[src/design/hidp_pkg.sv]
// Package for the HID report descriptor item parser.
// Holds the parsed-item transaction type, item tag constants and the
// sign-extension helper. No dependencies.
`timescale 1ns / 1ps

package hidp_pkg;

    // Collection depth counter width and its hard ceiling.
    localparam int DEPTH_W     = 4;
    localparam int DEPTH_LIMIT = 15;

    // Entries in the queue between the byte parser and the result stage.
    localparam int QUEUE_DEPTH = 4;
    localparam int QUEUE_AW    = 2;

    localparam logic [7:0] PREFIX_LONG  = 8'hFE;
    localparam logic [7:0] TAG_MASK     = 8'hFC;
    localparam logic [1:0] SIZE_CODE_4  = 2'h3;
    localparam logic [7:0] TAG_COLL     = 8'hA0;
    localparam logic [7:0] TAG_END_COLL = 8'hC0;
    localparam logic [7:0] TAG_LOG_MIN  = 8'h14;
    localparam logic [7:0] TAG_LOG_MAX  = 8'h24;
    localparam logic [7:0] TAG_PHY_MIN  = 8'h34;
    localparam logic [7:0] TAG_PHY_MAX  = 8'h44;

    // One event handed from the byte parser to the result stage.
    // A short event carries a completed short item; otherwise the event
    // only marks the end of the descriptor (a long item closed by the
    // final byte, or a truncated item).
    typedef struct packed {
        logic        is_short;
        logic        truncated;
        logic        fin;
        logic [7:0]  prefix;
        logic [31:0] data;
    } hidp_event_t;

    // Number of data bytes selected by a prefix size code.
    function automatic logic [2:0] size_bytes(input logic [1:0] code);
        logic [2:0] n;
        begin
            n = (code == SIZE_CODE_4) ? 3'd4 : {1'b0, code};
            return n;
        end
    endfunction

    // Sign-extend item data from its byte count; zero for an empty item.
    function automatic logic [31:0] sign_extend(input logic [1:0] code,
                                                input logic [31:0] v);
        logic [31:0] r;
        begin
            case (code)
                2'd1:    r = {{24{v[7]}}, v[7:0]};
                2'd2:    r = {{16{v[15]}}, v[15:0]};
                2'd3:    r = v;
                default: r = 32'd0;
            endcase
            return r;
        end
    endfunction

endpackage

[src/design/hid_descriptor_item_parser.sv]
// HID report descriptor item parser, top level. Depends on hidp_pkg,
// hidp_front, hidp_queue and hidp_back.
// Throughput: one descriptor byte per cycle, sustained while results are taken.
// The event for a completed item is written into the queue, then into the output register.
// Reset: rst_n clears parser phase, queue pointers, depth and output valid.
`timescale 1ns / 1ps

module hid_descriptor_item_parser #(
    parameter int MAX_DEPTH = 15
) (
    input  logic               clk,
    input  logic               rst_n,
    // Descriptor byte channel.
    input  logic               byte_valid,
    output logic               byte_stall,
    input  logic [7:0]         desc_byte,
    input  logic               final_byte,
    // Parsed item channel.
    output logic               item_valid,
    input  logic               item_stall,
    output logic [1:0]         item_type,
    output logic [7:0]         item_tag,
    output logic [2:0]         data_bytes,
    output logic [31:0]        raw_data,
    output logic signed [31:0] signed_data,
    output logic               is_extent_item,
    output logic [3:0]         nest_depth,
    output logic               truncated,
    output logic               end_of_descriptor
);
    import hidp_pkg::*;

    // The front end decodes one byte per accepted transaction and, when a
    // short item completes or the descriptor ends, pushes one event into
    // the queue in the same cycle. The queue lets the front keep taking
    // bytes while a result waits in the output register; the byte channel
    // stalls only once the queue is full.
    logic        take;
    logic        ev_push;
    hidp_event_t ev;
    logic        q_full;
    logic        head_valid;
    hidp_event_t head_ev;
    logic        pop;

    assign byte_stall = q_full;
    assign take       = byte_valid && !q_full;

    hidp_front u_front (
        .clk        (clk),
        .rst_n      (rst_n),
        .take       (take),
        .desc_byte  (desc_byte),
        .final_byte (final_byte),
        .ev_push    (ev_push),
        .ev         (ev)
    );

    hidp_queue u_queue (
        .clk        (clk),
        .rst_n      (rst_n),
        .push       (ev_push),
        .push_ev    (ev),
        .full       (q_full),
        .head_valid (head_valid),
        .head_ev    (head_ev),
        .pop        (pop)
    );

    // The back end owns the collection depth: it pops one event per cycle
    // whenever its output register is empty or being drained, applies the
    // End collection decrement before the item and the Collection increment
    // after it, and clears the depth after the descriptor's final event.
    hidp_back #(
        .MAX_DEPTH (MAX_DEPTH)
    ) u_back (
        .clk               (clk),
        .rst_n             (rst_n),
        .head_valid        (head_valid),
        .head_ev           (head_ev),
        .pop               (pop),
        .item_valid        (item_valid),
        .item_stall        (item_stall),
        .item_type         (item_type),
        .item_tag          (item_tag),
        .data_bytes        (data_bytes),
        .raw_data          (raw_data),
        .signed_data       (signed_data),
        .is_extent_item    (is_extent_item),
        .nest_depth        (nest_depth),
        .truncated         (truncated),
        .end_of_descriptor (end_of_descriptor)
    );

endmodule

[src/design/hidp_front.sv]
// Byte-level front end of the HID descriptor parser.
// Splits the byte stream into short items, skips long items, and emits one
// event per completed short item or descriptor end. Uses hidp_pkg.
`timescale 1ns / 1ps

module hidp_front (
    input  logic                 clk,
    input  logic                 rst_n,
    input  logic                 take,
    input  logic [7:0]           desc_byte,
    input  logic                 final_byte,
    output logic                 ev_push,
    output hidp_pkg::hidp_event_t ev
);
    import hidp_pkg::*;

    typedef enum logic [1:0] {
        PH_PREFIX,
        PH_SHORT,
        PH_LSIZE,
        PH_LSKIP
    } phase_t;

    phase_t      phase_reg, phase_next;
    logic [7:0]  prefix_reg, prefix_next;
    logic [31:0] accum_reg, accum_next;
    logic [8:0]  left_reg, left_next;
    logic [2:0]  index_reg, index_next;

    logic        done_short;
    logic        done_long;
    logic [8:0]  left_dec;
    logic [2:0]  first_size;

    assign left_dec   = (left_reg != 9'd0) ? left_reg - 9'd1 : left_reg;
    assign first_size = size_bytes(desc_byte[1:0]);

    always_comb
    begin
        phase_next  = phase_reg;
        prefix_next = prefix_reg;
        accum_next  = accum_reg;
        left_next   = left_reg;
        index_next  = index_reg;
        done_short  = 1'b0;
        done_long   = 1'b0;

        case (phase_reg)
            PH_PREFIX:
            begin
                prefix_next = desc_byte;
                accum_next  = 32'd0;
                index_next  = 3'd0;
                if (desc_byte == PREFIX_LONG)
                begin
                    phase_next = PH_LSIZE;
                end
                else
                begin
                    left_next = {6'd0, first_size};
                    if (first_size == 3'd0)
                        done_short = 1'b1;
                    else
                        phase_next = PH_SHORT;
                end
            end
            PH_SHORT:
            begin
                accum_next = accum_reg |
                             ({24'd0, desc_byte} << {index_reg[1:0], 3'b000});
                index_next = index_reg + 3'd1;
                left_next  = left_dec;
                if (left_dec == 9'd0)
                    done_short = 1'b1;
            end
            PH_LSIZE:
            begin
                left_next  = {1'b0, desc_byte} + 9'd1;
                phase_next = PH_LSKIP;
            end
            default:
            begin
                left_next = left_dec;
                if (left_dec == 9'd0)
                begin
                    phase_next = PH_PREFIX;
                    done_long  = 1'b1;
                end
            end
        endcase

        if (done_short)
            phase_next = PH_PREFIX;

        // The event takes the item as completed by this byte.
        ev.is_short  = done_short;
        ev.truncated = !done_short && !done_long;
        ev.fin       = final_byte;
        ev.prefix    = prefix_next;
        ev.data      = accum_next;
        ev_push      = take && (done_short || final_byte);

        // The last byte of a descriptor starts the next one from scratch.
        if (final_byte)
        begin
            phase_next  = PH_PREFIX;
            prefix_next = 8'd0;
            accum_next  = 32'd0;
            left_next   = 9'd0;
            index_next  = 3'd0;
        end
    end

    always_ff @(posedge clk or negedge rst_n)
    begin
        if (!rst_n)
        begin
            phase_reg  <= PH_PREFIX;
            prefix_reg <= 8'd0;
            accum_reg  <= 32'd0;
            left_reg   <= 9'd0;
            index_reg  <= 3'd0;
        end
        else if (take)
        begin
            phase_reg  <= phase_next;
            prefix_reg <= prefix_next;
            accum_reg  <= accum_next;
            left_reg   <= left_next;
            index_reg  <= index_next;
        end
    end

endmodule

[src/design/hidp_queue.sv]
// Small FIFO of parser events between the front end and the result stage.
// Register-array storage with read and write pointers. Uses hidp_pkg.
`timescale 1ns / 1ps

module hidp_queue (
    input  logic                  clk,
    input  logic                  rst_n,
    input  logic                  push,
    input  hidp_pkg::hidp_event_t push_ev,
    output logic                  full,
    output logic                  head_valid,
    output hidp_pkg::hidp_event_t head_ev,
    input  logic                  pop
);
    import hidp_pkg::*;

    hidp_event_t         mem [QUEUE_DEPTH];
    logic [QUEUE_AW-1:0] wr_ptr_reg, rd_ptr_reg;
    logic [QUEUE_AW:0]   count_reg, count_next;
    logic                do_push, do_pop;

    assign full       = (count_reg == (QUEUE_AW+1)'(QUEUE_DEPTH));
    assign head_valid = (count_reg != '0);
    assign head_ev    = mem[rd_ptr_reg];
    assign do_push    = push && !full;
    assign do_pop     = pop && head_valid;

    always_comb
    begin
        count_next = count_reg;
        if (do_push && !do_pop)
            count_next = count_reg + (QUEUE_AW+1)'(1);
        else if (!do_push && do_pop)
            count_next = count_reg - (QUEUE_AW+1)'(1);
    end

    always_ff @(posedge clk)
    begin
        if (do_push)
            mem[wr_ptr_reg] <= push_ev;
    end

    always_ff @(posedge clk or negedge rst_n)
    begin
        if (!rst_n)
        begin
            wr_ptr_reg <= '0;
            rd_ptr_reg <= '0;
            count_reg  <= '0;
        end
        else
        begin
            if (do_push)
                wr_ptr_reg <= wr_ptr_reg + QUEUE_AW'(1);
            if (do_pop)
                rd_ptr_reg <= rd_ptr_reg + QUEUE_AW'(1);
            count_reg <= count_next;
        end
    end

endmodule

[src/design/hidp_back.sv]
// Result stage of the HID descriptor parser.
// Tracks collection depth, decodes each event into result fields and holds
// them in an output register. Uses hidp_pkg.
`timescale 1ns / 1ps

module hidp_back #(
    parameter int MAX_DEPTH = 15
) (
    input  logic                  clk,
    input  logic                  rst_n,
    input  logic                  head_valid,
    input  hidp_pkg::hidp_event_t head_ev,
    output logic                  pop,
    output logic                  item_valid,
    input  logic                  item_stall,
    output logic [1:0]            item_type,
    output logic [7:0]            item_tag,
    output logic [2:0]            data_bytes,
    output logic [31:0]           raw_data,
    output logic signed [31:0]    signed_data,
    output logic                  is_extent_item,
    output logic [3:0]            nest_depth,
    output logic                  truncated,
    output logic                  end_of_descriptor
);
    import hidp_pkg::*;

    localparam int DEPTH_CAP_I = (MAX_DEPTH > DEPTH_LIMIT) ? DEPTH_LIMIT : MAX_DEPTH;
    localparam logic [DEPTH_W-1:0] DEPTH_CAP = DEPTH_CAP_I[DEPTH_W-1:0];

    logic [DEPTH_W-1:0] depth_reg, depth_next;
    logic [DEPTH_W-1:0] depth_shown;
    logic               valid_reg;
    logic [7:0]         tag;
    logic               ext;

    logic [1:0]  type_reg, type_next;
    logic [7:0]  tag_reg, tag_next;
    logic [2:0]  bytes_reg, bytes_next;
    logic [31:0] raw_reg, raw_next;
    logic [31:0] sdata_reg, sdata_next;
    logic        ext_reg, ext_next;
    logic [3:0]  nest_reg;
    logic        trunc_reg, trunc_next;
    logic        eod_reg;

    assign pop = head_valid && (!valid_reg || !item_stall);
    assign tag = head_ev.prefix & TAG_MASK;
    assign ext = tag inside {TAG_LOG_MIN, TAG_LOG_MAX, TAG_PHY_MIN, TAG_PHY_MAX};

    always_comb
    begin
        depth_shown = depth_reg;
        depth_next  = depth_reg;
        type_next   = 2'd0;
        tag_next    = 8'd0;
        bytes_next  = 3'd0;
        raw_next    = 32'd0;
        sdata_next  = 32'd0;
        ext_next    = 1'b0;
        trunc_next  = 1'b0;

        if (head_ev.is_short)
        begin
            if (tag == TAG_END_COLL && depth_reg != '0)
                depth_shown = depth_reg - DEPTH_W'(1);
            depth_next = depth_shown;
            if (tag == TAG_COLL && depth_shown < DEPTH_CAP)
                depth_next = depth_shown + DEPTH_W'(1);
            type_next  = head_ev.prefix[3:2];
            tag_next   = tag;
            bytes_next = size_bytes(head_ev.prefix[1:0]);
            raw_next   = head_ev.data;
            sdata_next = sign_extend(head_ev.prefix[1:0], head_ev.data);
            ext_next   = ext;
        end
        else
        begin
            trunc_next = head_ev.truncated;
        end

        if (head_ev.fin)
            depth_next = '0;
    end

    always_ff @(posedge clk or negedge rst_n)
    begin
        if (!rst_n)
        begin
            depth_reg <= '0;
            valid_reg <= 1'b0;
        end
        else
        begin
            if (pop)
            begin
                depth_reg <= depth_next;
                valid_reg <= 1'b1;
            end
            else if (!item_stall)
            begin
                valid_reg <= 1'b0;
            end
        end
    end

    always_ff @(posedge clk)
    begin
        if (pop)
        begin
            type_reg  <= type_next;
            tag_reg   <= tag_next;
            bytes_reg <= bytes_next;
            raw_reg   <= raw_next;
            sdata_reg <= sdata_next;
            ext_reg   <= ext_next;
            nest_reg  <= depth_shown;
            trunc_reg <= trunc_next;
            eod_reg   <= head_ev.fin;
        end
    end

    assign item_valid        = valid_reg;
    assign item_type         = type_reg;
    assign item_tag          = tag_reg;
    assign data_bytes        = bytes_reg;
    assign raw_data          = raw_reg;
    assign signed_data       = sdata_reg;
    assign is_extent_item    = ext_reg;
    assign nest_depth        = nest_reg;
    assign truncated         = trunc_reg;
    assign end_of_descriptor = eod_reg;

endmodule

[config.mk]
export PLATFORM = sky130hd
export DESIGN_NAME = hid_descriptor_item_parser
export DESIGN_NICKNAME = d
export VERILOG_FILES = /design/src/design/hidp_pkg.sv /design/src/design/hid_descriptor_item_parser.sv /design/src/design/hidp_front.sv /design/src/design/hidp_queue.sv /design/src/design/hidp_back.sv
export SDC_FILE = /design/constraint.sdc
export NUM_CORES = 1
export LEC_CHECK = 0
export BUFFER_PORTS_ARGS = -buffer_cell sky130_fd_sc_hd__buf_2
export CORE_MARGIN = 8
export CORE_UTILIZATION = 35
export CTS_CLUSTER_DIAMETER = 30
export DETAILED_ROUTE_END_ITERATION = 10
export HOLD_SLACK_MARGIN = 0.03
export PLACE_DENSITY = 0.62
export SLEW_MARGIN = 0
export SYNTH_ARGS = -nofsm -noshare
export SYNTH_HDL_FRONTEND = slang
export SYNTH_SLANG_ARGS = --single-unit
[constraint.sdc]
create_clock -name clk -period 7.6 [get_ports clk]
set_input_delay 0.38 -clock clk [delete_from_list [all_inputs] [get_ports clk]]
set_output_delay 0.38 -clock clk [all_outputs]
set_load 0.01 [all_outputs]
==> key figures, run 1 <==
Yosys
  – YS warnings: 0
  – Synth top cells by count: 252 x edfxtp_1, 65 x dfrtp_1, 61 x nand2_1
  – Synth Area in XOR/XNOR: 0.0118
  – Synth area leader: edfxtp_1
  – FFs w/ async S/R, synth: 0.205
  – Mux cell area share after synthesis: 0.0887
  – Post-synthesis cell type count: 58
  – EDFF count, synth: 252
  – Syn Std Cell Area: approximately 13000 um^2
  – Syn_area_per_cell: between 15 and 20 um^2
  – Cells after synthesis: between 800 and 900
  – Largest family of logic cells by synthesized area: simple AND/OR/NAND/NOR gates
  – Flops & latches, synth: approximately 320
  – Count leader, synth: edfxtp_1
  – Post-synth top area share: 0.568
  – Compound-Gate Fraction of Synth Area: 0.0820
  – Area contributors post-synth: edfxtp_1 57%, dfrtp_1 12%, mux4_2 5.8%, a22o_1 2.7%, a21oi_1 2.2%
  – Synth Area in Adders: 0.0147
  – Post-synthesis sequential area ratio: 0.690
  – Post-synthesis simple-gate area fraction: 0.0895
  – Dominant synthesized flop cell: edfxtp_1

Worst setup path
  – Reg-to-reg slack, setup: about 3400 ps
  – WP data required: a little over 8000 ps
  – Crit Path Class: flop to flop
  – CP Launch Point: u_front.left_reg[0]
  – Crit path largest cell delay: 560 ps
  – Cell Chain, Critical Path: inv_1 -> ha_1 -> or3b_2 -> nor3_1 -> mux2_2 -> a211oi_1 -> a211oi_1 -> nor2_1 -> ha_1 -> inv_1 -> fa_1 -> xor2_1 -> nor2_1 -> xor2_1
  – CP max-delay cell: a211oi_1
  – Biggest fanout along the worst timing path: 9
  – Crit end category: flop
  – Critical path arrival: ~4700 ps
  – CP startpoint kind: flop
  – R2R Path Start: u_front.left_reg[0]

Drt
  – Avg Vias per Cell: around 5.1
  – Via Count: 7996
  – DR DRC count: 0
  – Drt pass-1 iters: 5
  – Drt wl/cell: 19.0 um
  – Initial DRC count: between 500 and 600
  – ANT nets after route: 0
  – Routed wire length: 29900 um

Final layout
  – Largest Register: u_queue.mem
  – Fin nets: a little over 1k
  – Ant diodes: 0
  – Area Growth Syn to Fin: 24.8%
  – Final-layout fill cell count: around 3.3k
  – Max reg flops: 172
  – Layout cell share with drive strength beyond 1: 0.273

Clock tree
  – CTS H-tree lvls: 3
  – Hold_buf cts: 0
  – TritonCTS buffer count: about 70
  – Clock Latency Late Sink: between 500 and 600 ps
  – Setup repair bufs after CTS: 0
  – Clk pin slew, worst setup/hold paths: ~50 ps
  – Sink Count: roughly 320
  – Root Buffer: clkbuf_16
  – Clock buffer depth: 3
  – CTS tree: built
  – # resized after CTS: 0

STA
  – Final setup TNS: 0 ps
  – Post-route setup slack: approximately 3400 ps
  – Slew HR: 0.156
  – Tmin final: between 4000 and 5000 ps
  – Setup Skew: ~24 ps
  – Hold Vio Cnt, Final: 0
  – RSZ-0062 raised after global routing: false
  – Fmax: 0.240 GHz
  – Actual slew at the worst max-slew pin: 1250 ps
  – Period utilisation layout: 0.548
  – Final setup viols: 0
  – Max-slew violations: 0

Placement
  – Hpwl dp: roughly 17000 um
  – Buffers on Ports: 96
  – Setup WS pre-CTS: 3440 ps
  – Placer Congestion: approximately 0.8

Die
  – Initial Util: 0.354
  – Cell row count: about 70
  – IO Count: about 100
  – Die width: 211 um
  – Core footprint: ~38000 um^2
  – Die area: roughly 45000 um^2
  – Die Ht: roughly 210 um

Global route
  – GR Util All Layers: 0.135
  – Largest net degree at the start of global routing: 66
  – Total grt overflow: 0
  – Vias in the first global route: between 8k and 9k
  – Initial antenna violation count: 0
  – First-pass GRT wire length: 47300 um

Job
  – Max Cap Violations: 0

Power and ir drop
  – Leak pwr: ~6.3 nW
  – Peak VDD IR: around 0.2 mV
  – Pwr dens: about 470 nW/um^2

Status
  – Status: completed

Min path
  – Worst Hold Class: input pin to asynchronous set/reset pin
==> through the flow <==
| stage | std cells | area [um^2] | hold slack (ps) | power (W) | utilization |
|---|---|---|---|---|---|
| 2_1_floorplan | 883 | 13300 | 84.4 | 0.00436 | - |
| 3_3_place_gp | 1450 | 14400 | 459 | 0.00509 | 0.382 |
| 5_1_grt | 1576 | 16600 | 104 | 0.00832 | 0.442 |
| 6_report | 1576 | 16600 | 56.3 | 0.00787 | 0.442 |
| 4_1_cts | 1576 | 16600 | 67.2 | 0.00798 | 0.442 |
| 3_5_place_dp | 1450 | 14400 | 466 | 0.00513 | 0.382 |
==> logic make-up (layout without fill, tap and decap cells) <==
| group | after synthesis | in the layout |
|---|---|---|
| multiplexers | 61 | 61 |
| other | 1 | 2 |
| buffers and inverters | 71 | 253 |
| adder cells (fa/ha/maj) | 15 | 15 |
| AND/OR/NAND/NOR | 232 | 232 |
| AO/OA/AOI/OAI | 167 | 167 |
| XOR/XNOR | 18 | 18 |
| flip-flops | 317 | 317 |
==> placed cells by master, fill, tap and decap left out, types with 7 or more instances in the layout <==
master and count:
mux4_2 34, ha_1 14, mux4_1 8, clkbuf_1 8, clkbuf_16 68, and2_1 39, mux2i_1 7, o21ai_0 31
clkinv_2 15, buf_4 18, a21oi_1 58, xor2_1 9, nand2_1 61, and3_1 12, nor2_1 52, a22o_1 41
inv_1 13, mux2_2 12, dfrtp_1 63, buf_2 96, nor2b_1 14, nor3_1 11, clkinv_4 7, clkinvlp_4 8
edfxtp_1 252, xnor2_1 9
==> critical path: cells and delay by family, from the launching register on <==
| family | cells | cell delay (ps) |
|---|---|---|
| compound gates | 2 | 910 |
| xor+xnor | 2 | 310 |
| fa+ha+maj | 3 | 810 |
| buf+inv | 2 | 180 |
| flops | 1 | 460 |
| mux | 1 | 380 |
| simple gates | 4 | 1050 |
==> power by group <==
part           leakage [nW]  total (W)  internal [W]  switching, W
registers              3.28    0.00279       0.00257      0.000221
logic                  1.93    0.00227      0.000884       0.00138
clock network          1.09    0.00281       0.00185      0.000964
total                  6.29    0.00787       0.00530       0.00257
==> routing by layer <==
layer  routed length (um)  track usage  vias up
met5                    0            0        -
met4                  680       0.0492        0
met3                 1830       0.0338       72
met2                14300        0.221      250
met1                13000        0.172     4013
li1                     -            -     3661
==> cell type report <==
cell class              instances  area [um^2]  area share
repair buffers                114          616      0.0370
inverters                      13         48.8     0.00294
well taps                     511          639      0.0385
clock inverters                49          508      0.0306
clock buffers                  77         1750       0.105
multi-input cells             495         3870       0.233
flip-flops and latches        317         9200       0.553
==> path summary, 6_finish.rpt <==
path / end / depth (start not counted)
worst max-delay path: u_queue.count_reg[2] / 14
worst min-delay path: u_front.accum_reg[29] / 2
worst max register to register: u_queue.count_reg[2] / 14
worst min register to register: u_front.prefix_reg[6] / 2
max in group asynchronous: u_queue.rd_ptr_reg[1] / 2
min in group clk: u_back.item_valid / 3
Power figures use the tool's default switching activity.
==> inputs of run 2 (changes only) <==
Clock period 7.6 ns to 4.04 ns, I/O delays scaled along.
==> key figures, run 2 (synthesis results as in run 1) <==
Job
  – Max Cap Violations: 0

Power and ir drop
  – Leak pwr: ~6.4 nW
  – Peak VDD IR: roughly 0.31 mV
  – Switching fraction of total power: 0.318
  – Switching power: 0.00478 W
  – Int Power: approximately 0.010 W
  – Comb pwr share: 0.295
  – Pwr dens: about 900 nW/um^2
  – Sequential Power Share: 0.346
  – Clock share of power: 0.359

STA
  – Post-route setup slack: roughly 230 ps
  – Max-slew violations: 0
  – RSZ-0062 raised after global routing: false
  – Actual slew at the worst max-slew pin: 1080 ps
  – Tmin final: ~3800 ps
  – Hold Vio Cnt, Final: 0
  – Slew HR: 0.273
  – Final setup viols: 0
  – Final setup TNS: 0 ps
  – Fmax: about 0.26 GHz
  – Setup Skew: 31.6 ps
  – Period utilisation layout: 0.942

Clock tree
  – Hold_buf cts: 2
  – TritonCTS buffer count: between 60 and 70
  – Sink Count: 317
  – Root Buffer: clkbuf_16
  – Clk pin slew, worst setup/hold paths: roughly 50 ps
  – # resized after CTS: 0
  – Clock buffer depth: 3
  – Clock Latency Late Sink: 560 ps
  – CTS tree: built
  – CTS H-tree lvls: 3
  – Setup repair bufs after CTS: 0

Drt
  – Avg Vias per Cell: 4.96
  – Drt wl/cell: roughly 19 um
  – DR DRC count: 0
  – Initial DRC count: about 570
  – Routed wire length: 29700 um
  – ANT nets after route: 0
  – Via Count: between 7k and 8k
  – Drt pass-1 iters: 5

Final layout
  – Most frequent cells in the layout: 252 x edfxtp_1, 96 x buf_2, 69 x clkbuf_16, 64 x dfrtp_1, 61 x nand2_1
  – Area Growth Syn to Fin: 26.3%
  – Layout cell share with drive strength beyond 1: 0.278
  – Fin nets: 1050
  – Commonest non-fill, non-tap cell in the layout: edfxtp_1
  – Ant diodes: 0
  – Final cell count without fillers: 1587
  – Largest Register: u_queue.mem
  – Max reg flops: around 170

Global route
  – Largest net degree at the start of global routing: between 50 and 60
  – Vias in the first global route: between 8k and 9k
  – Total grt overflow: 0
  – Initial antenna violation count: 0
  – GR Util All Layers: 0.133
  – First-pass GRT wire length: 46400 um

Min path
  – Worst Hold Class: input pin to flop

Placement
  – Placer Congestion: ~0.78
  – Setup WS pre-CTS: between 200 and 300 ps
  – Placed cells: ~1.5k
  – Buffers on Ports: 96
  – Hpwl dp: ~18000 um

Worst setup path
  – WP data required: 4500 ps
  – Crit end category: flop
  – CP startpoint kind: flop
  – Biggest fanout along the worst timing path: 9
  – Crit Path Class: flop to flop
  – Critical path arrival: ~4300 ps

Die
  – Die Ht: roughly 210 um
  – Core footprint: between 30000 and 40000 um^2
  – Initial Util: 0.354
  – Cell row count: 71
  – Die area: about 45000 um^2
  – IO Count: just under 100
  – Die width: 211 um

Status
  – Status: completed
[run 2: cell types whose count changed in the layout (fill, tap and decap cells not counted), moves of 3 or more]
cell,before,now
buf_4,18,28
clkinv_2,15,6
clkbuf_8,1,6
nor3b_2,4,0
nor3b_4,0,4
clkinv_8,5,2
[run 2: critical path, stage by stage (launching register included)]
cell      delay, ps
dfrtp_1         460
inv_1           130
ha_1            250
or3b_2          510
nor3_1          210
mux2_2          380
a211oi_2        290
a211oi_2        250
nor2_1          160
ha_1            200
inv_1            60
fa_1            380
xor2_1          170
nor2_1          110
xor2_1          140
[run 2: worst paths after layout]
path | from | endpoint | slack (ps) | cells after the start
hold / removal | final_byte | u_front.index_reg[1] | 160 | 2
hold reg to reg | u_front.prefix_reg[7] | u_front.prefix_reg[7] | 470 | 2
max in group asynchronous | rst_n | u_back.depth_reg[3] | 2760 | 3
min in group asynchronous | rst_n | u_front.left_reg[0] | 280 | 2
setup reg to reg | u_front.left_reg[0] | u_queue.count_reg[2] | 230 | 14
setup / recovery | u_front.left_reg[0] | u_queue.count_reg[2] | 230 | 14
[run 2: area by class of cell]
| cell class | instances | area, um^2 |
|---|---|---|
| multi-input cells | 495 | 3910 |
| clock buffers | 84 | 1840 |
| clock inverters | 39 | 434 |
| well taps | 511 | 639 |
| fillers | 3259 | 20800 |
| flip-flops and latches | 317 | 9200 |
| repair buffers | 128 | 751 |
| inverters | 13 | 48.8 |
[run 2: layer usage]
| layer | track usage | vias up | wire length [um] |
|---|---|---|---|
| li1 | - | 3666 | - |
| met1 | 0.164 | 3915 | 12600 |
| met2 | 0.220 | 241 | 14600 |
| met3 | 0.0381 | 51 | 1920 |
| met4 | 0.0490 | 0 | 575 |
| met5 | 0 | - | 0 |
[run 2: power by group through the flow]
stage               Combinational [W]  Sequential [W]  Clock, W
finish                        0.00443         0.00520   0.00539
global route                  0.00489         0.00530   0.00567
CTS                           0.00452         0.00522   0.00550
detailed placement            0.00451         0.00527         0
global placement              0.00445         0.00524         0
floorplan                     0.00285         0.00537         0
[run 2: stage by stage]
stage               hold slack, ps   util  cell area [um^2]  total power (W)
CTS                            136  0.448             16800           0.0152
global route                   174  0.448             16800           0.0159
detailed placement             351  0.386             14500          0.00977
finish                         163  0.448             16800           0.0150
floorplan                    -93.6      -             13400          0.00822
global placement               342  0.386             14500          0.00969
==> inputs of run 3 (changes only) <==
Settings changed: CORE_UTILIZATION 35 to 40, PLACE_DENSITY 0.62 to 0.68.
==> key figures, run 3 (synthesis results as in run 1) <==
STA
  – Final setup TNS: 0 ps
  – Slew HR: 0.209
  – Setup Skew: 26.2 ps
  – Tmin final: 3620 ps
  – Max-slew violations: 0
  – Period utilisation layout: 0.896
  – Final setup viols: 0
  – Hold WS: between 150 and 200 ps
  – Actual slew at the worst max-slew pin: around 1200 ps
  – RSZ-0062 raised after global routing: false
  – Hold Vio Cnt, Final: 0
  – Fmax: ~0.28 GHz

Drt
  – Initial DRC count: 512
  – Drt pass-1 iters: 7
  – Drt wl/cell: a little under 20 um
  – DR DRC count: 0
  – ANT nets after route: 0
  – Avg Vias per Cell: 5.29
  – Via Count: a little under 8k
  – Routed wire length: between 20000 and 30000 um

Worst setup path
  – Top delay family on crit path: simple AND/OR/NAND/NOR gates
  – Cell Chain, Critical Path: inv_1 -> ha_1 -> or3b_2 -> nor3_1 -> mux2_2 -> a211oi_2 -> a211oi_2 -> nor2_1 -> ha_1 -> inv_1 -> fa_1 -> xor2_1 -> nor2_1 -> xor2_1
  – CP max-delay cell: or3b_2
  – Crit path largest cell delay: 510 ps
  – Biggest fanout along the worst timing path: 9
  – Buf/Inv on CP: 2
  – WP data required: roughly 4500 ps
  – Critical path arrival: 4110 ps
  – Crit Path Class: flop to flop
  – CP startpoint kind: flop
  – Crit end category: flop

Clock tree
  – Root Buffer: clkbuf_16
  – Sink Count: between 300 and 400
  – CTS H-tree lvls: 2
  – CTS tree: built
  – Clock buffer depth: 3
  – # resized after CTS: 0
  – Clock Latency Late Sink: about 570 ps
  – TritonCTS buffer count: 56
  – Clk pin slew, worst setup/hold paths: ~50 ps

Die
  – Die width: 198 um
  – Core footprint: around 33000 um^2
  – Die Ht: 198 um
  – IO Count: between 90 and 100
  – Die area: approximately 39000 um^2
  – Cell row count: 67
  – Initial Util: 0.401

Power and ir drop
  – Peak VDD IR: 0.419 mV
  – Pwr dens: 886 nW/um^2
  – Comb pwr share: 0.301
  – Clock share of power: 0.340
  – Total power: around 0.015 W
  – Leak pwr: ~6.3 nW
  – Switching power: 0.00477 W
  – Int Power: slightly below 0.01 W
  – Switching fraction of total power: 0.326
  – Sequential Power Share: 0.359

Status
  – Status: completed

Final layout
  – Final-layout fill cell count: roughly 2.7k
  – Layout cell share with drive strength beyond 1: 0.272
  – Multi-input combinational cell area: ~3900 um^2
  – Ant diodes: 0
  – FF/Latch Area: a little over 9000 um^2
  – Most frequent cells in the layout: 252 x edfxtp_1, 96 x buf_2, 63 x dfrtp_1, 61 x nand2_1, 58 x a21oi_1
  – Fin nets: 1035
  – Largest Register: u_queue.mem
  – Max reg flops: ~170
  – Area Growth Syn to Fin: 23.9%
  – Commonest non-fill, non-tap cell in the layout: edfxtp_1
  – Fin util: 0.497

Global route
  – Vias in the first global route: roughly 8k
  – First-pass GRT wire length: ~45000 um
  – Total grt overflow: 0
  – Largest net degree at the start of global routing: 52
  – GR Util All Layers: 0.149
  – Initial antenna violation count: 1

Job
  – Max Cap Violations: 0

Placement
  – Placer Congestion: 0.826
  – Hpwl dp: around 18000 um
  – Buffers on Ports: 96

Min path
  – Worst Hold Class: input pin to flop
[run 3: per-layer routing]
| layer | global-route usage | share of wire | vias to the layer above | routed length (um) |
|---|---|---|---|---|
| li1 | - | - | 3656 | - |
| met1 | 0.188 | 0.42 | 3984 | 12200 |
| met2 | 0.250 | 0.49 | 251 | 14400 |
| met3 | 0.0362 | 0.071 | 51 | 2090 |
| met4 | 0.0478 | 0.020 | 2 | 592 |
| met5 | 0 | 0.00034 | - | 10 |
[run 3: final timing paths]
path	start	end	slack (ps)	depth (start not counted)
setup / recovery	u_front.left_reg[0]	u_queue.count_reg[2]	420	14
hold / removal	final_byte	u_front.index_reg[1]	160	2
setup reg to reg	u_front.left_reg[0]	u_queue.count_reg[2]	420	14
hold reg to reg	u_front.prefix_reg[4]	u_front.prefix_reg[4]	480	2
max in group asynchronous	rst_n	u_front.prefix_reg[1]	2750	3
min in group asynchronous	rst_n	u_front.accum_reg[18]	260	2
[run 3: power by group through the flow]
stage                     Combinational [W]  Sequential, W  Clock (W)
final                               0.00440        0.00524    0.00497
after global routing                0.00483        0.00535    0.00519
after CTS                           0.00446        0.00525    0.00504
after detailed placement            0.00444        0.00529          0
after global placement              0.00437        0.00527          0
after floorplan                     0.00285        0.00537          0
[run 3: layout make-up]
class | instances | share of cell area
Timing Repair Buffer | 124 | 0.0445
Clock inverter | 46 | 0.0374
Clock buffer | 60 | 0.0865
Tap cell | 448 | 0.0340
Sequential cell | 317 | 0.558
Inverter | 13 | 0.00296
Multi-Input combinational cell | 495 | 0.237
[run 3: metrics by stage]
stage / instances / worst slack [ps] / cell area (um^2)
floorplan: 883 / 20.3 / 13400
global placement: 1395 / 504 / 14400
detailed placement: 1395 / 475 / 14400
CTS: 1503 / 438 / 16500
global route: 1503 / 146 / 16500
finish: 1503 / 420 / 16500
[run 3: repair_timing]
action	in CTS	in global routing
endpoints found under the hold margin	28	0
buffers inserted	0	0
hold buffers	2	0
